## src/rtc_pkg.sv

```systemverilog
// shared types, widths and the multiply-accumulate step program of the ray caster
// no dependencies
package rtc_pkg;

  localparam int CRDW   = 32;           // vertex and origin coordinate width
  localparam int DIRW   = 18;           // direction component width
  localparam int MESHW  = 8;
  localparam int DISTW  = 31;
  localparam int CW     = CRDW + 1;     // edge and origin offset width
  localparam int XW     = 68;           // wide operand (cross product terms)
  localparam int AW     = 104;          // accumulator, holds the widest dot product
  localparam int CHUNK  = 11;           // narrow operand bits per multiply cycle
  localparam int NCHUNK = CW / CHUNK;
  localparam int CKW    = $clog2(NCHUNK);
  localparam int NSTEP  = 24;
  localparam int STEPW  = $clog2(NSTEP);
  localparam int QDEPTH = 2;
  localparam int ADDRW  = 5;
  localparam int DATAW  = 32;

  localparam logic [DISTW-1:0] DIST_MAX  = '1;
  localparam logic [DIRW-1:0]  DIR_Z_RST = 18'd65536;

  typedef enum logic [2:0] {
    REG_ORIGIN_X, REG_ORIGIN_Y, REG_ORIGIN_Z, REG_DIR_X, REG_DIR_Y, REG_DIR_Z
  } cfg_reg_e;

  typedef enum logic [1:0] {XS_E1, XS_E2, XS_P, XS_Q} xsel_e;
  typedef enum logic [1:0] {YS_D, YS_E1, YS_E2, YS_S} ysel_e;
  typedef enum logic [1:0] {DS_P, DS_Q, DS_R} dsel_e;

  // result slots of DS_R
  localparam logic [1:0] R_DET = 2'd0;
  localparam logic [1:0] R_U   = 2'd1;
  localparam logic [1:0] R_V   = 2'd2;
  localparam logic [1:0] R_T   = 2'd3;

  typedef struct packed {
    xsel_e      xg;
    logic [1:0] xi;
    ysel_e      yg;
    logic [1:0] yi;
    logic       sub;
    logic       first;
    logic       wr;
    dsel_e      dg;
    logic [1:0] di;
  } step_t;

  typedef struct packed {
    logic [2:0][CW-1:0] e1;
    logic [2:0][CW-1:0] e2;
    logic [2:0][CW-1:0] s;
    logic [MESHW-1:0]   mesh;
    logic               last;
    logic               ok;
  } tri_t;

  function automatic step_t mk(xsel_e xg, logic [1:0] xi, ysel_e yg, logic [1:0] yi,
                               logic sub, logic first, logic wr, dsel_e dg,
                               logic [1:0] di);
    step_t r;
    r.xg = xg; r.xi = xi; r.yg = yg; r.yi = yi;
    r.sub = sub; r.first = first; r.wr = wr; r.dg = dg; r.di = di;
    return r;
  endfunction

  // P = D x E2, det = E1.P, U = S.P, Q = S x E1, V = D.Q, T = E2.Q
  function automatic step_t step_f(logic [STEPW-1:0] n);
    step_t r;
    case (n)
      5'd0:  r = mk(XS_E2, 2'd2, YS_D,  2'd1, 1'b0, 1'b1, 1'b0, DS_P, 2'd0);
      5'd1:  r = mk(XS_E2, 2'd1, YS_D,  2'd2, 1'b1, 1'b0, 1'b1, DS_P, 2'd0);
      5'd2:  r = mk(XS_E2, 2'd0, YS_D,  2'd2, 1'b0, 1'b1, 1'b0, DS_P, 2'd1);
      5'd3:  r = mk(XS_E2, 2'd2, YS_D,  2'd0, 1'b1, 1'b0, 1'b1, DS_P, 2'd1);
      5'd4:  r = mk(XS_E2, 2'd1, YS_D,  2'd0, 1'b0, 1'b1, 1'b0, DS_P, 2'd2);
      5'd5:  r = mk(XS_E2, 2'd0, YS_D,  2'd1, 1'b1, 1'b0, 1'b1, DS_P, 2'd2);
      5'd6:  r = mk(XS_P,  2'd0, YS_E1, 2'd0, 1'b0, 1'b1, 1'b0, DS_R, R_DET);
      5'd7:  r = mk(XS_P,  2'd1, YS_E1, 2'd1, 1'b0, 1'b0, 1'b0, DS_R, R_DET);
      5'd8:  r = mk(XS_P,  2'd2, YS_E1, 2'd2, 1'b0, 1'b0, 1'b1, DS_R, R_DET);
      5'd9:  r = mk(XS_P,  2'd0, YS_S,  2'd0, 1'b0, 1'b1, 1'b0, DS_R, R_U);
      5'd10: r = mk(XS_P,  2'd1, YS_S,  2'd1, 1'b0, 1'b0, 1'b0, DS_R, R_U);
      5'd11: r = mk(XS_P,  2'd2, YS_S,  2'd2, 1'b0, 1'b0, 1'b1, DS_R, R_U);
      5'd12: r = mk(XS_E1, 2'd2, YS_S,  2'd1, 1'b0, 1'b1, 1'b0, DS_Q, 2'd0);
      5'd13: r = mk(XS_E1, 2'd1, YS_S,  2'd2, 1'b1, 1'b0, 1'b1, DS_Q, 2'd0);
      5'd14: r = mk(XS_E1, 2'd0, YS_S,  2'd2, 1'b0, 1'b1, 1'b0, DS_Q, 2'd1);
      5'd15: r = mk(XS_E1, 2'd2, YS_S,  2'd0, 1'b1, 1'b0, 1'b1, DS_Q, 2'd1);
      5'd16: r = mk(XS_E1, 2'd1, YS_S,  2'd0, 1'b0, 1'b1, 1'b0, DS_Q, 2'd2);
      5'd17: r = mk(XS_E1, 2'd0, YS_S,  2'd1, 1'b1, 1'b0, 1'b1, DS_Q, 2'd2);
      5'd18: r = mk(XS_Q,  2'd0, YS_D,  2'd0, 1'b0, 1'b1, 1'b0, DS_R, R_V);
      5'd19: r = mk(XS_Q,  2'd1, YS_D,  2'd1, 1'b0, 1'b0, 1'b0, DS_R, R_V);
      5'd20: r = mk(XS_Q,  2'd2, YS_D,  2'd2, 1'b0, 1'b0, 1'b1, DS_R, R_V);
      5'd21: r = mk(XS_Q,  2'd0, YS_E2, 2'd0, 1'b0, 1'b1, 1'b0, DS_R, R_T);
      5'd22: r = mk(XS_Q,  2'd1, YS_E2, 2'd1, 1'b0, 1'b0, 1'b0, DS_R, R_T);
      5'd23: r = mk(XS_Q,  2'd2, YS_E2, 2'd2, 1'b0, 1'b0, 1'b1, DS_R, R_T);
      default: r = mk(XS_E1, 2'd0, YS_D, 2'd0, 1'b0, 1'b1, 1'b0, DS_P, 2'd0);
    endcase
    return r;
  endfunction

endpackage

```

## src/rtc_fifo.sv

```systemverilog
// short queue of prepared triangles between front and back
// depends on rtc_pkg
module rtc_fifo import rtc_pkg::*; (
  input  logic clk_i,
  input  logic rst_ni,
  input  logic push_i,
  input  tri_t data_i,
  output logic ready_o,
  output logic valid_o,
  output tri_t data_o,
  input  logic pop_i
);

  localparam int PW = $clog2(QDEPTH);

  tri_t          mem_q [QDEPTH];
  logic [PW-1:0] wr_ptr_q, rd_ptr_q;
  logic [PW:0]   cnt_q;
  logic          do_push, do_pop;

  assign ready_o = cnt_q != (PW + 1)'(QDEPTH);
  assign valid_o = cnt_q != '0;
  assign data_o  = mem_q[rd_ptr_q];
  assign do_push = push_i && ready_o;
  assign do_pop  = pop_i && valid_o;

  always_ff @(posedge clk_i or negedge rst_ni) begin
    if (!rst_ni) begin
      wr_ptr_q <= '0;
      rd_ptr_q <= '0;
      cnt_q    <= '0;
    end else begin
      if (do_push) wr_ptr_q <= wr_ptr_q + 1'b1;
      if (do_pop)  rd_ptr_q <= rd_ptr_q + 1'b1;
      if (do_push && !do_pop)      cnt_q <= cnt_q + 1'b1;
      else if (do_pop && !do_push) cnt_q <= cnt_q - 1'b1;
    end
  end

  always_ff @(posedge clk_i) begin
    if (do_push) mem_q[wr_ptr_q] <= data_i;
  end

endmodule

```

## config.mk

```make
export PLATFORM = sky130hd
export DESIGN_NAME = rtc_fifo
export DESIGN_NICKNAME = d
export VERILOG_FILES = /design/src/rtc_pkg.sv /design/src/rtc_fifo.sv
export SDC_FILE = /design/constraint.sdc
export NUM_CORES = 1
export LEC_CHECK = 0
export ABC_AREA = 1
export ABC_CLOCK_PERIOD_IN_PS = 14600
export BUFFER_PORTS_ARGS = -buffer_cell sky130_fd_sc_hd__buf_2
export CORE_AREA = 8 8 235 237
export CTS_CLUSTER_DIAMETER = 50
export CTS_CLUSTER_SIZE = 20
export DETAILED_ROUTE_END_ITERATION = 7
export DIE_AREA = 0 0 243 245
export PLACE_DENSITY = 0.69
export SETUP_SLACK_MARGIN = 0.15
export SLEW_MARGIN = 5
export SYNTH_ARGS = -nofsm -noshare
export SYNTH_HDL_FRONTEND = slang
export SYNTH_SLANG_ARGS = --single-unit
```

## constraint.sdc

```tcl
create_clock -name clk_i -period 14.6 [get_ports clk_i]
set_clock_uncertainty 0.05 [all_clocks]
set_input_delay 0.73 -clock clk_i [delete_from_list [all_inputs] [get_ports clk_i]]
set_output_delay 0.73 -clock clk_i [all_outputs]
set_load 0.03 [all_outputs]
```

; ---- After elaboration in Yosys (flattened, before gate mapping)
; Memories as Yosys holds them, arrays and structs flattened.
; Index checks and enable logic that the tools add are counted.
[word_totals]
ram_bits = 614
input_bits = 311
latch_bits = 0
memories = 1
reg_bits = 4
rom_bits = 0
[classes]
n_div = 0
mul = 0
shift = 0
eq_ne = 1
addsub = 4
n_lt_le_gt_ge = 0
mux = 4
bitwise_logic = 0
reduce_logical = 8
[mem_list]
columns = name, words, width, rd, rd_ports_with_merged_regs, wr, line_no
row1 = mem_q, 2, 307, 1, 0, 1, rtc_fifo.sv:16  ; tri_t mem_q [QDEPTH];
[op_table]
columns = cell, n
row1 = $logic_and 1x1->1, 4
row2 = $mux 2, 2
row3 = $reduce_bool 2->1, 2
row4 = $add 1x1->1 const B, 2
row5 = $add 2x1->2 const B, 1
row6 = $logic_not 1->1, 2
row7 = $mux 1, 2
row8 = $ne 2x2->1 const B, 1
row9 = $sub 2x1->2 const B, 1

; ---- Logic depth before layout (Yosys ltp)
; Gate-level depths: netlist (run 1).
[logic_depth]
ltp_word = 6
ltp_mapped = 10
depth_no_buf = 10

; ---- Least setup slack after synthesis (run 1)
; Ideal clock, no wire load.
[synth_timing]
kind = register to register
startpoint = register cnt_q[0]
endpoint = memory mem_q[0][0] (netlist name) (enable)
setup_slack_ps = 5
setup_time_ps = 983
t_required_ps = 13567
synth_period_minus_slack_ps = 14595
t_arrival_ps = 13562
path_stages_with_launch = 5
cell_sequence = dfrtp_1 inv_1 nand2_1 nand2_1 nor2_1
[synth_via]
elab_chain_cells = 4
[synth_rtl]
columns = element, line_no
row1 = "start, declared", rtc_fifo.sv:18  ; logic [PW:0] cnt_q;
row2 = "start signal, assigned", rtc_fifo.sv:35  ; if (do_push && !do_pop) cnt_q <= cnt_q + 1'b1;
row3 = "start signal, assigned", rtc_fifo.sv:36  ; else if (do_pop && !do_push) cnt_q <= cnt_q - 1'b1;
row4 = $ne 2x2->1, rtc_fifo.sv:21  ; assign ready_o = cnt_q != (PW + 1)'(QDEPTH);
row5 = via ready_o, rtc_fifo.sv:8  ; output logic ready_o,
row6 = $logic_and 1x1->1, rtc_fifo.sv:24  ; assign do_push = push_i && ready_o;
row7 = $mux 1, rtc_fifo.sv:41  ; if (do_push) mem_q[wr_ptr_q] <= data_i;
row8 = $mux 1 (implied by the code), rtc_fifo.sv:41
row9 = "end, declared", rtc_fifo.sv:16
; The timed path passes the listed nets, and every way through them passes these cells.

==> results of run 1 <==
[metal layers]
layer / part of all wire, % / wire length [um]
met2: 50 / 29300
met1: 37 / 21800
met4: 1.6 / 938
met5: 0.36 / 209
met3: 10 / 5990
[sequential cells by signal (all words and copies together) (netlist names)]
signal and cells:
mem_q 614, cnt_q 2, wr_ptr_q 1, rd_ptr_q 1
[power by group through the flow]
stage	Clock, uW	Combinational (uW)	Sequential (uW)
after floorplan	0	1730	2760
after CTS	1440	2560	2550
after global routing	1490	2710	2590
after detailed placement	0	2560	2590
final	1410	2520	2550
after global placement	0	2540	2580
[final timing paths]
| path | to | slack, ps | depth (start not counted) |
|---|---|---|---|
| worst max register to register | mem_q[0][191] | 10390 | 7 |
| worst min-delay path | mem_q[1][290] | 270 | 1 |
| worst min register to register | cnt_q[0] | 450 | 1 |
| worst max-delay path | data_o[11] | 10020 | 5 |
| max in group asynchronous | rd_ptr_q | 13910 | 2 |
| min in group asynchronous | cnt_q[1] | 440 | 2 |
[area by class of cell]
class / count / area, sq um
antenna: 11 / 27.5
sequential: 618 / 18500
timing repair buffer: 634 / 3210
clock buffer: 52 / 1260
clock inverter: 41 / 488
tap: 688 / 861
fill: 4261 / 23700
inverter: 7 / 33.8
multi-input combinational: 939 / 3560
[what timing repair did]
| action | CTS | global route |
|---|---|---|
| buffers inserted | 0 | 0 |
| setup endpoints to repair | 0 | 0 |
| hold endpoints to repair | 4 | 0 |
| hold buffers | 1 | 0 |
[logic make-up (layout without fill, tap and decap cells)]
kind of cell | count (synthesis) | count (layout) | share of synthesized area [%]
and+or+nand+nor | 936 | 936 | 15.7
DFF | 618 | 618 | 82.6
buffers and inverters | 75 | 734 | 1.63
xor gates and xnor gates | 2 | 2 | 0.0780
adders and majority gates | 1 | 1 | 0.0557
other | 0 | 11 | 0
[stage by stage]
| step | util [%] | std cells | setup slack, ps |
|---|---|---|---|
| floorplan | - | 1632 | 5.00 |
| global placement | 50.7 | 2885 | 10140 |
| detailed placement | 50.7 | 2885 | 10140 |
| CTS | 54.1 | 2979 | 10030 |
| global route | 54.1 | 2984 | 9730 |
| finish | 54.1 | 2990 | 10020 |
[placed cells by master, fill, tap and decap left out, types with 4 or more instances in the layout]
cell type,netlist,routed
nand2_1,931,931
buf_2,56,619
edfxtp_1,614,614
clkbuf_16,0,50
buf_4,4,14
diode_2,0,11
inv_8,0,7
inv_6,0,7
clkinvlp_4,0,7
inv_1,6,6
clkinv_4,0,6
bufinv_16,0,4
inv_12,0,4
==> run metrics, run 1 <==
first-pass GRT wire length=84800 um; Top delay family on crit path=buffers and inverters; share of cells above drive strength 1=31.6%; HPWL after DPL=40800 um; Reg clk slew, reported paths=80 ps; peak supply drop=0.192 mV; DRC violations left=0; H-Tree Depth=2; cells after synthesis=1632; placed instance area=26200 sq um; Comb pwr share=38.9%; Final Power=6480 uW; met2 GRT Util=31.8%; met3 Use GR=7.23%; Total Wirelength=58200 um; sw frac=42.6%; asr flop ratio synth=0.647%; Period minus WS final=4580 ps; Area Overhead vs Synth=24.6%; TNS Setup=0 ps; flop and latch count out of synthesis=618; worst endpoint required time=13820 ps; vias in the first global route=14146; CP most frequent cell=nand2_1; CTS tree=built; RSZ-0062 raised after global routing=no; Row Count=84; Syn Area/Cell=13.8 sq um; ranking of synthesized cells by area=edfxtp_1, nand2_1, buf_2, dfrtp_1, buf_4; Critical path origin=rd_ptr_q; WP buf/inv=3; Inserted Clock Buffers=50; cell taking the most area after synthesis=edfxtp_1; Sequential Power Share=39.3%; Yosys cell types=14; Post-synth EDFFs=614; Antenna Nets Post-Route=0; fin nets=2562; WP data arrival=3800 ps; port buffer count=619; busiest grt layer=met2; yosys warns=0; via count=14301; worst r2r src=cnt_q[0]; area share of the largest cell type after synthesis=82.1%; Initial Utilization=43.4%; CTS resizes=0; worst-path fanout max=137; initial antenna violation count=28; Post-synth top cells=nand2_1, edfxtp_1, buf_2, clkbuf_1, inv_1; critical path cell sequence=inv_8 > buf_4 > nand2_1 > nand2_1 > buf_2; power share of the clock group=21.7%; Pwr per Cell Area=232 nW/um^2; GP Congestion=0.840; Setup crit end kind=primary output; Hold Crit Class=in -> reg; P_int=3720 uW; switching power=2760 uW; clk sinks=618; max_cap viols=0; most frequent cell after synthesis=nand2_1; largest net degree at the start of global routing=138; slowest cell on the critical path=buf_4; Max Clk Rate=218 MHz; Fin. Hold Viols=0; Startpoint Class=flip-flop; post-route cell area=28000 sq um; Worst Tran Pin Value=1090 ps; Final Cycle Share=31.4%; met1 Track Usage GR=21.9%; mapped cell area=22500 sq um; GRT Total Usage=18.5%; area of the core=51700 sq um; num ports=620; WL/cell=19.5 um; DR pass1 iterations=5; Max Transition Viols Final=0; GRT overflow=0; clock latency on the worst-skew pair=590 ps; # setup viols final=0; Critical Path Max Stage Delay=890 ps; Post-Syn Nets=1944; status=completed; Hold Crit Start=data_i[290]; Slew headroom=27.1%; Synth Flop Type=edfxtp_1; Seq/Total Area, Yosys=82.6%; critical path type=reg -> out; Die H=245 um; clock buffer depth=3; Hold WS=267 ps; P_leak=0.0119 uW; clock root buffer=clkbuf_16; die width=243 um; via/cell ratio=4.78; Die ar.=59500 sq um; drt first-iter violations=1370
No activity file was read; power rests on OpenSTA's default activity.
==> run 2: changes to the inputs <==
--- a/config.mk
+++ b/config.mk
@@ -6,14 +6,14 @@
 export NUM_CORES = 1
 export LEC_CHECK = 0
 export ABC_AREA = 1
-export ABC_CLOCK_PERIOD_IN_PS = 14600
+export ABC_CLOCK_PERIOD_IN_PS = 4700
 export BUFFER_PORTS_ARGS = -buffer_cell sky130_fd_sc_hd__buf_2
-export CORE_AREA = 8 8 235 237
+export CORE_AREA = 8 8 237 239
 export CTS_CLUSTER_DIAMETER = 50
 export CTS_CLUSTER_SIZE = 20
 export DETAILED_ROUTE_END_ITERATION = 7
-export DIE_AREA = 0 0 243 245
-export PLACE_DENSITY = 0.69
+export DIE_AREA = 0 0 245 247
+export PLACE_DENSITY = 0.66
 export SETUP_SLACK_MARGIN = 0.15
 export SLEW_MARGIN = 5
 export SYNTH_ARGS = -nofsm -noshare
==> constraint.sdc (replaced) <==
create_clock -name clk_i -period 4.7 [get_ports clk_i]
set_clock_uncertainty 0.05 [all_clocks]
set_input_delay 0.235 -clock clk_i [delete_from_list [all_inputs] [get_ports clk_i]]
set_output_delay 0.235 -clock clk_i [all_outputs]
set_load 0.03 [all_outputs]
==> run 2 against run 1 <==
Against the previous run:
- combinational power grew to 3.3 times the previous value
- setup slack worse by 8800 ps
- cell count grew 10%
- die area rose by 1.6%
- critical endpoint is now data_o[217]
- highest routed layer unchanged
==> run metrics, run 2 (synthesis results as in run 1) <==
Row Count=84 (unchanged); Antenna Nets Post-Route=0 (unchanged); die width=245 um (+0.82%); H-Tree Depth=2 (unchanged); critical path type=reg -> out; Largest register FFs=614 (unchanged); Final Cycle Share=73.6%; area of the core=52200 sq um (+1.0%); port buffer count=619 (unchanged); Max Clk Rate=289 MHz; Regs by FF count=mem_q (614), cnt_q (2); Critical Path Max Stage Delay=820 ps (-70 ps); Slew headroom=32.0% (+4.9 points); DRC violations left=0 (unchanged); via/cell ratio=4.78 (about the same); P_leak=0.0133 uW (+11%); Max Transition Viols Final=0 (unchanged); Hold Crit Class=in -> reg; GRT overflow=0 (unchanged); clk sinks=618 (unchanged); Total Wirelength=63800 um (+9.5%); HPWL after DPL=42300 um (+3.7%); Reg clk slew, reported paths=80 ps (about the same); post-route cell area=31200 sq um (+12%); max_cap viols=0 (unchanged); Area Overhead vs Synth=39.0%; drt first-iter violations=1080 (-21%); clock buffer depth=3 (unchanged); most frequent cells in the layout=nand2_1, buf_2, edfxtp_1, dlygate4sd3_1, clkbuf_16; worst-path fanout max=142 (+3.6%); initial antenna violation count=4 (-86%); critical path cell sequence=inv_8 > buf_12 > nand2_1 > nand2_1 > buf_2; num ports=620 (unchanged); Pwr per Cell Area=656 nW/um^2 (+180%); placed instance area=26400 sq um (+0.60%); clock latency on the worst-skew pair=580 ps (about the same); Startpoint Class=flip-flop; fin nets=2876 (+12%); via count=15766 (+10%); CP most frequent cell=nand2_1; # setup viols final=0 (unchanged); share of cells above drive strength 1=28.1% (-3.6 points); Die H=247 um (+0.82%); RSZ-0062 raised after global routing=no; clock root buffer=clkbuf_16; status=completed; WP data arrival=3170 ps (-630 ps); commonest non-fill, non-tap cell in the layout=nand2_1; WL/cell=19.3 um (-0.72%); CTS resizes=0 (unchanged); Initial Utilization=43.0% (-0.44 points); DR pass1 iterations=5 (unchanged); vias in the first global route=16147 (+14%); worst endpoint required time=4410 ps (-9410 ps); Period minus WS final=3460 ps; GRT Total Usage=20.2% (+1.7 points); final std cells w/o fill=3299 (+10%); Worst Tran Pin Value=1020 ps (-75.6 ps); Top reg by flops=mem_q; Final Power=20500 uW (+220%); Setup crit end kind=primary output; Finished Core Util=59.8% (+5.6 points); peak supply drop=0.515 mV (+170%); DP Cell Count=2889 (+0.14%); largest net degree at the start of global routing=153 (+11%); GP Congestion=0.826 (-1.7%); Fin. Hold Viols=0 (unchanged); CTS tree=built; Die ar.=60500 sq um (+1.6%); first-pass GRT wire length=95100 um (+12%); slowest cell on the critical path=dfrtp_4; Inserted Clock Buffers=50 (unchanged)
-- run 2: final timing paths --
| path | from | to | slack [ps] | depth (start not counted) |
|---|---|---|---|---|
| max | rd_ptr_q | data_o[217] | 1240 | 5 |
| min | data_i[267] | mem_q[1][267] | 310 | 2 |
| max reg2reg | cnt_q[0] | mem_q[1][112] | 2130 | 6 |
| min reg2reg | cnt_q[0] | cnt_q[0] | 490 | 1 |
| max in group asynchronous | rst_ni | rd_ptr_q | 3830 | 3 |
| min in group asynchronous | rst_ni | cnt_q[1] | 560 | 3 |
-- run 2: through the flow --
step	TNS, ps	setup WS [ps]	hold slack [ps]
6_report	0	1240	313
5_1_grt	0	1080	286
4_1_cts	0	1240	272
3_5_place_dp	0	1890	3.44
3_3_place_gp	0	1910	-2.51
2_1_floorplan	-592870	-972	-111
-- run 2: repair_timing --
action	4_1_cts	5_1_grt
endpoints found under the hold margin	620	0
endpoints found under the setup margin	0	0
hold buffers	311	0
buffers inserted	0	0
-- run 2: final cells by class --
class,count,area (sq um)
tap,688,861
timing repair buffer,948,6460
multi-input combinational,939,3580
antenna,6,15.0
fill,3857,21000
clock inverter,39,439
inverter,7,33.8
clock buffer,54,1290
sequential,618,18500
-- run 2: critical path: cells and delay by family, from the launching register on --
kind,cells,cell delay [ps]
buf+inv,3,1370
flops,1,820
simple gates,2,190
-- run 2: where the power goes --
group,switching [uW],internal [uW],leakage (uW)
clock,2070,2270,0.000827
sequential,400,7520,0.00576
combinational,6240,1980,0.00671
-- run 2: per-layer routing --
metal | part of all wire, % | vias up | GRT usage [%] | wire (um)
li1 | - | 7398 | - | -
met1 | 37 | 7546 | 23.9 | 23800
met2 | 51 | 735 | 35.2 | 32300
met3 | 9.8 | 85 | 6.56 | 6230
met4 | 2.1 | 2 | 5.47 | 1360
met5 | 0.020 | - | 0 | 13
